`src/hw/rtl/bam_pkg.sv`:
```
package bam_pkg;

	localparam int unsigned WORD_W  = 16;
	localparam int unsigned SHIFT_W = 4;
	localparam int unsigned CFG_IDX_W = 3;

	// register indexes on the configuration port
	localparam logic [CFG_IDX_W-1:0] REG_CONTROL_ZERO = 3'd0;
	localparam logic [CFG_IDX_W-1:0] REG_CONTROL_ONE  = 3'd1;
	localparam logic [CFG_IDX_W-1:0] REG_FIRST_MASK   = 3'd2;
	localparam logic [CFG_IDX_W-1:0] REG_LAST_MASK    = 3'd3;
	localparam logic [CFG_IDX_W-1:0] REG_PRELOAD_A    = 3'd4;
	localparam logic [CFG_IDX_W-1:0] REG_PRELOAD_B    = 3'd5;
	localparam logic [CFG_IDX_W-1:0] REG_PRELOAD_C    = 3'd6;

	// control_zero bit positions
	localparam int unsigned CZ_USE_A = 11;
	localparam int unsigned CZ_USE_B = 10;
	localparam int unsigned CZ_USE_C = 9;
	localparam int unsigned CZ_USE_D = 8;

	// control_one bit positions
	localparam int unsigned C1_DESC = 1;
	localparam int unsigned C1_LINE = 0;

	// settings the shift and logic unit needs
	typedef struct packed {
		logic [SHIFT_W-1:0] a_shift;
		logic [SHIFT_W-1:0] b_shift;
		logic               desc;
		logic [7:0]         minterm;
	} bam_shift_cfg_t;

endpackage

```
`src/hw/rtl/bam_datapath.sv`:
```
module bam_datapath
	import bam_pkg::*;
(
	input  bam_shift_cfg_t      cfg,
	input  logic [WORD_W-1:0]   word_am,
	input  logic [WORD_W-1:0]   word_b,
	input  logic [WORD_W-1:0]   word_c,
	input  logic [WORD_W-1:0]   prev_a,
	input  logic [WORD_W-1:0]   prev_b,
	output logic [WORD_W-1:0]   word_d
);

	// funnel shift of the current word against the previous one
	function automatic logic [WORD_W-1:0] shift_pair(
		input logic [WORD_W-1:0]  cur,
		input logic [WORD_W-1:0]  prev,
		input logic [SHIFT_W-1:0] sh,
		input logic               desc
	);
		logic [2*WORD_W-1:0] joined;
		logic [SHIFT_W:0]    amt;
		begin
			if (!desc) begin
				joined = {prev, cur};
				amt    = {1'b0, sh};
			end else begin
				joined = {cur, prev};
				amt    = (SHIFT_W+1)'(WORD_W) - {1'b0, sh};
			end
			shift_pair = joined[WORD_W-1:0];
			joined     = joined >> amt;
			shift_pair = joined[WORD_W-1:0];
		end
	endfunction

	logic [WORD_W-1:0] a_sh;
	logic [WORD_W-1:0] b_sh;

	assign a_sh = shift_pair(word_am, prev_a, cfg.a_shift, cfg.desc);
	assign b_sh = shift_pair(word_b, prev_b, cfg.b_shift, cfg.desc);

	// each bit picks its minterm entry by the {a,b,c} bit triple
	always_comb begin
		for (int j = 0; j < WORD_W; j++) begin
			word_d[j] = cfg.minterm[{a_sh[j], b_sh[j], word_c[j]}];
		end
	end

endmodule

```
`src/hw/rtl/blitter_area_minterm_datapath.sv`:
```
// Area-mode blitter datapath. Each input transaction is one word position of a
// blit (source words A, B, C and the row/blit boundary flags) and yields exactly
// one output transaction: the destination word D, its write enable, a nonzero
// flag and a done pulse on the last word of the blit. Disabled source channels
// take their preload register, A is masked on the first and last word of a row,
// A and B are funnel-shifted against the previous A and B words (right when
// ascending, left when descending) and the 8-bit minterm combines the three
// words bit by bit. In line mode D is still produced but write_d and done_irq
// stay low. Throughput is one transaction per cycle while out_stall is low. An
// accepted transaction sits in the input register and moves on to the result
// register, which drives the outputs, once that register is free or being
// taken. The carried previous-A/previous-B words are updated as each word
// leaves the input register, so back-to-back words chain correctly. A full
// output register backs stall up to the input. Configuration is written through
// cfg_we, cfg_index and cfg_data and must only change while no transaction is
// in flight.
module blitter_area_minterm_datapath
	import bam_pkg::*;
(
	input  logic                  clk,
	input  logic                  arst_n,

	// configuration write port
	input  logic                  cfg_we,
	input  logic [CFG_IDX_W-1:0]  cfg_index,
	input  logic [WORD_W-1:0]     cfg_data,

	// input channel
	input  logic                  in_valid,
	output logic                  in_stall,
	input  logic [WORD_W-1:0]     word_a,
	input  logic [WORD_W-1:0]     word_b,
	input  logic [WORD_W-1:0]     word_c,
	input  logic                  row_first,
	input  logic                  row_last,
	input  logic                  blit_first,
	input  logic                  blit_last,

	// output channel
	output logic                  out_valid,
	input  logic                  out_stall,
	output logic [WORD_W-1:0]     word_d,
	output logic                  write_d,
	output logic                  nonzero,
	output logic                  done_irq
);

	// configuration registers
	logic [WORD_W-1:0] control_zero_q;
	logic [WORD_W-1:0] control_one_q;
	logic [WORD_W-1:0] first_mask_q;
	logic [WORD_W-1:0] last_mask_q;
	logic [WORD_W-1:0] preload_a_q;
	logic [WORD_W-1:0] preload_b_q;
	logic [WORD_W-1:0] preload_c_q;

	always_ff @(posedge clk or negedge arst_n) begin
		if (!arst_n) begin
			control_zero_q <= '0;
			control_one_q  <= '0;
			first_mask_q   <= '1;
			last_mask_q    <= '1;
			preload_a_q    <= '0;
			preload_b_q    <= '0;
			preload_c_q    <= '0;
		end else if (cfg_we) begin
			case (cfg_index)
				REG_CONTROL_ZERO: control_zero_q <= cfg_data;
				REG_CONTROL_ONE:  control_one_q  <= cfg_data;
				REG_FIRST_MASK:   first_mask_q   <= cfg_data;
				REG_LAST_MASK:    last_mask_q    <= cfg_data;
				REG_PRELOAD_A:    preload_a_q    <= cfg_data;
				REG_PRELOAD_B:    preload_b_q    <= cfg_data;
				REG_PRELOAD_C:    preload_c_q    <= cfg_data;
				default: ;  // unmapped index, write dropped
			endcase
		end
	end

	// decoded control fields
	logic use_a, use_b, use_c, use_d, line_mode;
	bam_shift_cfg_t shift_cfg;

	assign use_a     = control_zero_q[CZ_USE_A];
	assign use_b     = control_zero_q[CZ_USE_B];
	assign use_c     = control_zero_q[CZ_USE_C];
	assign use_d     = control_zero_q[CZ_USE_D];
	assign line_mode = control_one_q[C1_LINE];

	assign shift_cfg.a_shift = control_zero_q[WORD_W-1 -: SHIFT_W];
	assign shift_cfg.b_shift = control_one_q[WORD_W-1 -: SHIFT_W];
	assign shift_cfg.desc    = control_one_q[C1_DESC];
	assign shift_cfg.minterm = control_zero_q[7:0];

	// handshake: stage 1 moves on when the result register is free or draining
	logic s1_valid_q;
	logic s2_valid_q;
	logic in_take;
	logic s1_move;

	assign s1_move   = s1_valid_q && (!s2_valid_q || !out_stall);
	assign in_stall  = s1_valid_q && !s1_move;
	assign in_take   = in_valid && !in_stall;
	assign out_valid = s2_valid_q;

	always_ff @(posedge clk or negedge arst_n) begin
		if (!arst_n) begin
			s1_valid_q <= 1'b0;
			s2_valid_q <= 1'b0;
		end else begin
			if (in_take) begin
				s1_valid_q <= 1'b1;
			end else if (s1_move) begin
				s1_valid_q <= 1'b0;
			end
			if (s1_move) begin
				s2_valid_q <= 1'b1;
			end else if (!out_stall) begin
				s2_valid_q <= 1'b0;
			end
		end
	end

	// input register, payload only
	logic [WORD_W-1:0] word_a_s1, word_b_s1, word_c_s1;
	logic              row_first_s1, row_last_s1, blit_first_s1, blit_last_s1;

	always_ff @(posedge clk) begin
		if (in_take) begin
			word_a_s1     <= word_a;
			word_b_s1     <= word_b;
			word_c_s1     <= word_c;
			row_first_s1  <= row_first;
			row_last_s1   <= row_last;
			blit_first_s1 <= blit_first;
			blit_last_s1  <= blit_last;
		end
	end

	// source select, masking and carried words
	logic [WORD_W-1:0] a_src, b_src, c_src, a_masked;
	logic [WORD_W-1:0] prev_a_q, prev_b_q, prev_a_use, prev_b_use;
	logic [WORD_W-1:0] d_comb;

	assign a_src = use_a ? word_a_s1 : preload_a_q;
	assign b_src = use_b ? word_b_s1 : preload_b_q;
	assign c_src = use_c ? word_c_s1 : preload_c_q;

	// a one-word row gets both masks
	assign a_masked = a_src & (row_first_s1 ? first_mask_q : '1)
	                        & (row_last_s1  ? last_mask_q  : '1);

	// start of blit sees zero history
	assign prev_a_use = blit_first_s1 ? '0 : prev_a_q;
	assign prev_b_use = blit_first_s1 ? '0 : prev_b_q;

	always_ff @(posedge clk or negedge arst_n) begin
		if (!arst_n) begin
			prev_a_q <= '0;
			prev_b_q <= '0;
		end else if (s1_move) begin
			prev_a_q <= a_masked;
			prev_b_q <= b_src;
		end
	end

	bam_datapath u_datapath (
		.cfg     (shift_cfg),
		.word_am (a_masked),
		.word_b  (b_src),
		.word_c  (c_src),
		.prev_a  (prev_a_use),
		.prev_b  (prev_b_use),
		.word_d  (d_comb)
	);

	// result register
	logic [WORD_W-1:0] word_d_s2;
	logic              write_d_s2, nonzero_s2, done_irq_s2;

	always_ff @(posedge clk) begin
		if (s1_move) begin
			word_d_s2   <= d_comb;
			write_d_s2  <= use_d && !line_mode;
			nonzero_s2  <= |d_comb;
			done_irq_s2 <= blit_last_s1 && !line_mode;
		end
	end

	assign word_d   = word_d_s2;
	assign write_d  = write_d_s2;
	assign nonzero  = nonzero_s2;
	assign done_irq = done_irq_s2;

`ifndef SYNTHESIS
	// input side only backs up when an item is waiting in stage 1
	assert property (@(posedge clk) disable iff (!arst_n)
		in_stall |-> (s1_valid_q && s2_valid_q && out_stall))
		else $error("input stalled without a full pipeline");

	// an item leaving stage 1 always lands in the result register
	assert property (@(posedge clk) disable iff (!arst_n)
		s1_move |=> s2_valid_q)
		else $error("result register lost a transaction");

	// nonzero flag tracks the delivered word
	assert property (@(posedge clk) disable iff (!arst_n)
		out_valid |-> (nonzero == (word_d != '0)))
		else $error("nonzero flag does not match word_d");

	// line mode suppresses both write and done
	assert property (@(posedge clk) disable iff (!arst_n)
		(out_valid && (write_d || done_irq)) |-> !line_mode)
		else $error("write or done given in line mode");

	// carried words only change when an item advances
	assert property (@(posedge clk) disable iff (!arst_n)
		!$past(s1_move) |-> ($stable(prev_a_q) && $stable(prev_b_q)))
		else $error("carried words changed without an item");
`endif

endmodule

```
`config.mk`:
```
export PLATFORM = sky130hd
export DESIGN_NAME = blitter_area_minterm_datapath
export DESIGN_NICKNAME = d
export VERILOG_FILES = /design/src/hw/rtl/bam_pkg.sv /design/src/hw/rtl/bam_datapath.sv /design/src/hw/rtl/blitter_area_minterm_datapath.sv
export SDC_FILE = /design/constraint.sdc
export NUM_CORES = 1
export LEC_CHECK = 0
export BUFFER_PORTS_ARGS = -buffer_cell sky130_fd_sc_hd__buf_4
export CORE_MARGIN = 4
export CORE_UTILIZATION = 42
export DETAILED_ROUTE_END_ITERATION = 12
export PLACE_DENSITY = 0.59
export SETUP_SLACK_MARGIN = 0.2
export SYNTH_ARGS = -nofsm -noshare
export SYNTH_HDL_FRONTEND = slang
export SYNTH_SLANG_ARGS = --single-unit
```
`constraint.sdc`:
```
create_clock -name clk -period 6.7 [get_ports clk]
set_input_delay 1.34 -clock clk [delete_from_list [all_inputs] [get_ports clk]]
set_output_delay 1.34 -clock clk [all_outputs]
set_load 0.03 [all_outputs]
```
== After elaboration in Yosys (flattened, before gate mapping) ==
Index checks and enable logic that the tools add are counted.

* Bits of input ports: 76
* Output and inout bits: 21
* Flip-flop bits (word level): 217

* Shift operators: 2
* Mux-type cells: 47
* Equal/unequal tests: 7
* Add/subtract/negate cells: 2
* Reduce and logical (&&, ||, !) cells: 21
* Order comparisons: 16
* Bitwise gates (word level): 2

{| class="wikitable"
|+ Operators with widths
! kind !! count
|-
| two-way mux 16 bit || 7
|-
| less-than comparator 3 x 4 -> 1 bit, second input constant || 16
|-
| two-way mux 32 bit || 2
|-
| >> shifter 32 x 5 -> 16 bit || 2
|-
| binary-select mux 1 bit (select 3 bit) || 16
|-
| bitwise AND 16 bit || 2
|-
| two-way mux 1 bit || 20
|-
| OR reduction 16 bit || 1
|-
| AND reduction 2 bit || 7
|-
| two-way mux 5 bit || 2
|-
| subtractor 5 x 4 -> 5 bit, first input constant || 2
|-
| == test 3 bit, second input constant || 3
|-
| == test 3 x 2 -> 1 bit, second input constant || 2
|-
| logical AND 1 bit || 5
|-
| zero test 1 bit || 5
|-
| == test 3 x 1 -> 1 bit, second input constant || 1
|-
| zero test 3 bit || 1
|-
| != test 2 x 1 -> 1 bit, second input constant || 1
|-
| nonzero test 2 bit || 1
|-
| logical OR 1 bit || 1
|}

== Longest topological paths before layout ==
* Depth in word-level cells: 8
* Gate-level depth with buffers: 18

== Cells and area by module ==
From an unflattened synthesis, not the netlist that was laid out.

* Cells, all modules: 1183
* Area, all modules: 14674.1 um^2

{| class="wikitable"
|+ Modules (own cells, without submodules)
! module !! cells an instance !! area each (um^2) !! sequential area each (um^2) !! instances
|-
| blitter_area_minterm_datapath || 550 || 8478.1 || 5575.3 || 1
|-
| bam_datapath || 633 || 6195.9 || 0.0 || 1
|}

== Least setup slack after synthesis ==
Ideal clock, no wire load.

* Path kind: register to register
* Start point: register control_one_q[12]
* End point: register nonzero_s2 (netlist: nonzero), data pin
* Arrival: 4255 ps
* Stages on the path, launching flop included: 17
* Setup slack: 2172 ps
* Setup time: 273 ps
* Cells stage by stage: dfrtp_1 > clkbuf_1 > clkinv_1 > clkbuf_1 > clkbuf_1 > ha_1 > mux2_2 > buf_2 > a211oi_1 > a2111oi_0 > or4_1 > a221oi_1 > mux4_2 > mux2_2 > a211o_1 > nor4_1 > nand4_1

* Longest elaborated chain between the ends: 6
* Elaborated cells on any way between the ends: 36
* Classes of those cells: 1 x add/sub; 1 x shift; 33 x mux; 1 x reduce/logical

{| class="wikitable"
|+ Ends and longest elaborated chain
! item !! RTL line !! text
|-
| from (decl) || blitter_area_minterm_datapath.sv:50 || <nowiki>logic [WORD_W-1:0] control_one_q;</nowiki>
|-
| from (signal assigned) || blitter_area_minterm_datapath.sv:69 || <nowiki>REG_CONTROL_ONE: control_one_q <= cfg_data;</nowiki>
|-
| subtractor 5 x 4 -> 5 bit || bam_datapath.sv:28 || <nowiki>amt = (SHIFT_W+1)'(WORD_W) - {1'b0, sh};</nowiki>
|-
| two-way mux 5 bit * || bam_datapath.sv:23 || <nowiki>if (!desc) begin</nowiki>
|-
| >> shifter 32 x 5 -> 16 bit * || bam_datapath.sv:31 || <nowiki>joined = joined >> amt;</nowiki>
|-
| binary-select mux 1 bit (select 3 bit) * || bam_datapath.sv:45 || <nowiki>word_d[j] = cfg.minterm[{a_sh[j], b_sh[j], word_c[j]}];</nowiki>
|-
| two-way mux 1 bit (not written as such) * || bam_datapath.sv:45 ||
|-
| via d_comb[12] || blitter_area_minterm_datapath.sv:143 || <nowiki>logic [WORD_W-1:0] d_comb;</nowiki>
|-
| OR reduction 16 bit * || blitter_area_minterm_datapath.sv:185 || <nowiki>nonzero_s2 <= |d_comb;</nowiki>
|-
| to (signal assigned) || blitter_area_minterm_datapath.sv:185 ||
|-
| to (decl) || blitter_area_minterm_datapath.sv:179 || <nowiki>logic write_d_s2, nonzero_s2, done_irq_s2;</nowiki>
|}

Mark *: on every way through the listed nets, which the timed path passes. The rest lies on a longest branch. The select of a mux whose other input is x is not followed.
A chain may end at the register's enable or synchronous reset.

== Worst setup path after layout ==
* Start point: register control_zero_q[10]
* End point: register nonzero_s2 (netlist: nonzero), data pin

* Longest elaborated chain between the ends: 6
* Elaborated cells on any way between the ends: 36
* Classes of those cells: 1 x shift; 34 x mux; 1 x reduce/logical

{| class="wikitable"
|+ Ends and longest elaborated chain
! item !! RTL line !! text
|-
| from (decl) || blitter_area_minterm_datapath.sv:49 || <nowiki>logic [WORD_W-1:0] control_zero_q;</nowiki>
|-
| from (signal assigned) || blitter_area_minterm_datapath.sv:68 || <nowiki>REG_CONTROL_ZERO: control_zero_q <= cfg_data;</nowiki>
|-
| two-way mux 16 bit || blitter_area_minterm_datapath.sv:146 || <nowiki>assign b_src = use_b ? word_b_s1 : preload_b_q;</nowiki>
|-
| two-way mux 32 bit || bam_datapath.sv:23 ||
|-
| >> shifter 32 x 5 -> 16 bit || bam_datapath.sv:31 ||
|-
| binary-select mux 1 bit (select 3 bit) || bam_datapath.sv:45 ||
|-
| two-way mux 1 bit (not written as such) || bam_datapath.sv:45 ||
|-
| via d_comb[12] || blitter_area_minterm_datapath.sv:143 ||
|-
| OR reduction 16 bit || blitter_area_minterm_datapath.sv:185 ||
|}

The timed path passes the listed nets, and every way through them passes these cells. The select of a mux whose other input is x is not followed.

==> impl_results.md <==
- Outcome: completed
- Instance count of the mapped netlist: 1307
- Final count of pins violating max slew: 0
- Layout Cell Area excl Fill: 0.0160 mm2
- Final weighted congestion of routability-driven global placement: 0.969
- Post-synthesis net count: 1385
- Total routing resource utilization after global routing: 26.3%
- Diodes inserted: 0
- Clk slew on worst S/H paths: 0.06 ns
- DRC violation count after routing: 0
- Synth area leaders: sky130_fd_sc_hd__dfrtp_1 (18%), sky130_fd_sc_hd__edfxtp_1 (15%), sky130_fd_sc_hd__mux2_2 (11%), sky130_fd_sc_hd__mux2i_1 (9.6%), sky130_fd_sc_hd__dfstp_2 (5.9%)
- Peak clock frequency supported by timing: 217 MHz
- Count of hold-fix buffers inserted at cts: 0
- Die ar.: 0.0368 mm2
- Estimated wirelength of the detail-placed design: 35500 um
- Clk Tree Root Cell: sky130_fd_sc_hd__clkbuf_16
- Post-route setup TNS: 0 ns
- Relative area change from synthesis to final layout: 13.1%
- Total power: 6.61 mW
- Layout fillers: 3079
- Number of enable-type register cells in the synthesized netlist: 71
- Kind of launch point of the worst setup path: flop
- Overflow after GRT: 0
- Global route hottest layer: met2
- CTS Buf Count: 25
- Ys flop type: sky130_fd_sc_hd__dfrtp_1
- Total detailed-routing wirelength: 48900 um
- Biggest fanout along the worst timing path: 20
- Number of distinct standard cells referenced by the synthesized netlist: 95
- Static power due to leakage: 6.28 nW
- Clk Latency, worst-skew pair: 0.55 ns
- Number of synthesized register bits: 207
- Number of sinks driven by the clock tree: 207
- Period utilisation layout: 68.8%
- Violation count after the first detailed-route iteration: 1019
- Worst min-delay path category: flop to flop
- Final core utilization: 48.0%
- Num ports: 97
- Post-DR wirelength/cell: 26.7 um
- H-tree levels: 1
- Crit Path Category: flop to flop
- Placed cells: 1784
- Chip Width: 192 um
- Top cell types by occurrence after synthesis: sky130_fd_sc_hd__mux2_2 (137), sky130_fd_sc_hd__mux2i_1 (136), sky130_fd_sc_hd__dfrtp_1 (104)
- Syn avg cell area: 10.9 um2
- Count of placed standard cells in the final layout, fillers left out: 1830
- Arrival time worst endpoint: 4.90 ns
- Via-per-instance ratio: 6.31
- Placeable Area: 0.0334 mm2
- Resize count post-CTS: 0
- First-pass GRT wire length: 73100 um
- Yosys Warn Count: 0
- Placed inst area: 0.0153 mm2
- Starting utilization of the core area: 42.4%
- Power per standard cell area: 412 mW/mm2
- Maximum number of pins on one net before global-route repair: 91
- Share of the synthesized area in the top cell type: 18.3%
- Net count reported at finish: 1441
- Overall via count from detail_route: 11.6k
- Final min period: 4.61 ns
- Number of setup buffers added after CTS: 0
- Number of failing hold endpoints at the final stage: 0
- ANT nets after route: 0
- Number of detailed-routing iterations run before antenna repair: 5
- Floorplan die height: 192 um
- Setup violations, final: 0
- Worst ir drop on vdd: 0.000208 V
- Proportion of layout cells with a drive suffix above 1: 29.3%
- Cell type with the highest aggregate area in the netlist: sky130_fd_sc_hd__dfrtp_1
- Vias in the first global route: 11.2k
- Unrepaired setup endpoints after global routing: no
- Share of async-settable or async-resettable flops after synthesis: 65.7%
- Placement Rows: 67
- Clock Path Buffers: 3
- TritonCTS clock tree: built
- Met1 Track Usage GR: 35.9%
- Tightest Pin Transition: 1.11 ns
- Remaining max-slew budget at the tightest pin: 25.4%
- Met3 Resource Use GR: 3.69%
- Fin Clk Skew: 0.0255 ns
- Most repeated cell in the gate-level netlist after synthesis: sky130_fd_sc_hd__mux2_2
- Met2 Track Usage GR: 42.7%
- Synthesized area: 0.0142 mm2
- Number of max-capacitance violations reported: 0
- Nature of the critical path endpoint: flop
- Share of synthesized area occupied by flip-flops and latches: 39.3%
- Initial antenna violation count: 1
- Worst endpoint required time: 6.99 ns
- Buffers on Ports: 96
==> sequential cells by signal (all words and copies together) (netlist names) <==
| signal | flops |
|---|---|
| preload_a_q | 16 |
| word_c_s1 | 16 |
| word_d | 16 |
| row_last_s1 | 1 |
| nonzero | 1 |
| control_one_q | 6 |
| prev_a_q | 16 |
| control_zero_q | 16 |
| blit_last_s1 | 1 |
| last_mask_q | 16 |
| out_valid | 1 |
| prev_b_q | 16 |
| row_first_s1 | 1 |
| preload_c_q | 16 |
| preload_b_q | 16 |
| word_b_s1 | 16 |
| done_irq | 1 |
| s1_valid_q | 1 |
| first_mask_q | 16 |
| word_a_s1 | 16 |
| write_d | 1 |
| blit_first_s1 | 1 |
==> cells by family after synthesis <==
group	after synthesis	share of synthesized area [%]
AO/OA/AOI/OAI	320	16.8
multiplexers	313	26.0
flip-flops	207	39.3
buffers and inverters	112	3.90
adder cells (fa/ha/maj)	2	0.176
XOR/XNOR	8	0.732
AND/OR/NAND/NOR	345	13.1
==> routing by layer <==
metal | share of wire (%) | vias up | routed length, um
li1 | - | 5225 | -
met5 | 0 | - | 0
met2 | 47 | 390 | 23100
met1 | 43 | 5852 | 21100
met4 | 4.3 | 0 | 2110
met3 | 5.5 | 88 | 2670
==> cell usage in the layout (no fill, tap or decap), types with 9 or more instances in the layout <==
cell type                     n
sky130_fd_sc_hd__dfrtp_1    103
sky130_fd_sc_hd__a211o_1     10
sky130_fd_sc_hd__dfstp_2     32
sky130_fd_sc_hd__clkbuf_1    11
sky130_fd_sc_hd__o21ai_0     63
sky130_fd_sc_hd__nand3_1     12
sky130_fd_sc_hd__mux4_2      26
sky130_fd_sc_hd__a21oi_1     36
sky130_fd_sc_hd__or3b_2      10
sky130_fd_sc_hd__clkbuf_16   26
sky130_fd_sc_hd__o22ai_1     26
sky130_fd_sc_hd__a22oi_1      9
sky130_fd_sc_hd__nand2b_1    22
sky130_fd_sc_hd__inv_1        9
sky130_fd_sc_hd__o41a_1      10
sky130_fd_sc_hd__nor3b_1     14
sky130_fd_sc_hd__nor2b_1     32
sky130_fd_sc_hd__mux2_2     137
sky130_fd_sc_hd__nor2_1      64
sky130_fd_sc_hd__buf_4      128
sky130_fd_sc_hd__a211oi_1    28
sky130_fd_sc_hd__nor3_1      12
sky130_fd_sc_hd__nand2_1     97
sky130_fd_sc_hd__o41ai_1     25
sky130_fd_sc_hd__nand3b_1    26
sky130_fd_sc_hd__nor4_1      12
sky130_fd_sc_hd__a2111oi_0   11
sky130_fd_sc_hd__edfxtp_1    71
sky130_fd_sc_hd__o211ai_1    20
sky130_fd_sc_hd__mux2i_1    136
==> where the power goes <==
| group | internal, mW | switching [mW] |
|---|---|---|
| sequential | 1.64 | 0.246 |
| clock | 0.759 | 0.539 |
| combinational | 1.38 | 2.05 |
==> critical path, cell delays in order (launching register included) <==
cell,delay (ns)
sky130_fd_sc_hd__dfrtp_1,0.96
sky130_fd_sc_hd__buf_4,0.34
sky130_fd_sc_hd__mux2_1,0.36
sky130_fd_sc_hd__a211oi_1,0.33
sky130_fd_sc_hd__a2111oi_0,0.12
sky130_fd_sc_hd__or4_1,0.62
sky130_fd_sc_hd__a221oi_1,0.47
sky130_fd_sc_hd__mux4_2,0.37
sky130_fd_sc_hd__mux2_2,0.29
sky130_fd_sc_hd__a211o_1,0.22
sky130_fd_sc_hd__nor4_1,0.16
sky130_fd_sc_hd__nand4_1,0.10
==> per-stage QoR <==
step	setup WS (ns)	hold WS, ns
2_1_floorplan	2.17	0.451
3_3_place_gp	2.11	0.470
3_5_place_dp	2.09	0.481
4_1_cts	2.09	0.498
5_1_grt	1.79	0.508
6_report	2.09	0.494
==> area by class of cell <==
cell class / count / area [um2] / area share, %
inverters: 12 / 45.0 / 0.281
clock buffers: 41 / 747 / 4.66
multi-input cells: 988 / 8110 / 50.5
well taps: 448 / 561 / 3.49
clock inverters: 5 / 30.0 / 0.187
repair buffers: 129 / 972 / 6.06
flip-flops and latches: 207 / 5580 / 34.8
==> worst paths after layout <==
check	slack [ns]	from	endpoint	cells after the start
worst max register to register	2.09	control_zero_q[10]$_DFFE_PN0P_	nonzero$_DFFE_PP_	11
worst min-delay path	0.49	prev_a_q[4]$_DFFE_PN0P_	prev_a_q[4]$_DFFE_PN0P_	2
worst min register to register	0.49	prev_a_q[4]$_DFFE_PN0P_	prev_a_q[4]$_DFFE_PN0P_	2
worst max-delay path	2.09	control_zero_q[10]$_DFFE_PN0P_	nonzero$_DFFE_PP_	11
min in group asynchronous	0.91	arst_n	preload_c_q[6]$_DFFE_PN0P_	1
max in group asynchronous	4.58	arst_n	preload_b_q[3]$_DFFE_PN0P_	2
Note: power is estimated with default switching activity, not from simulation.
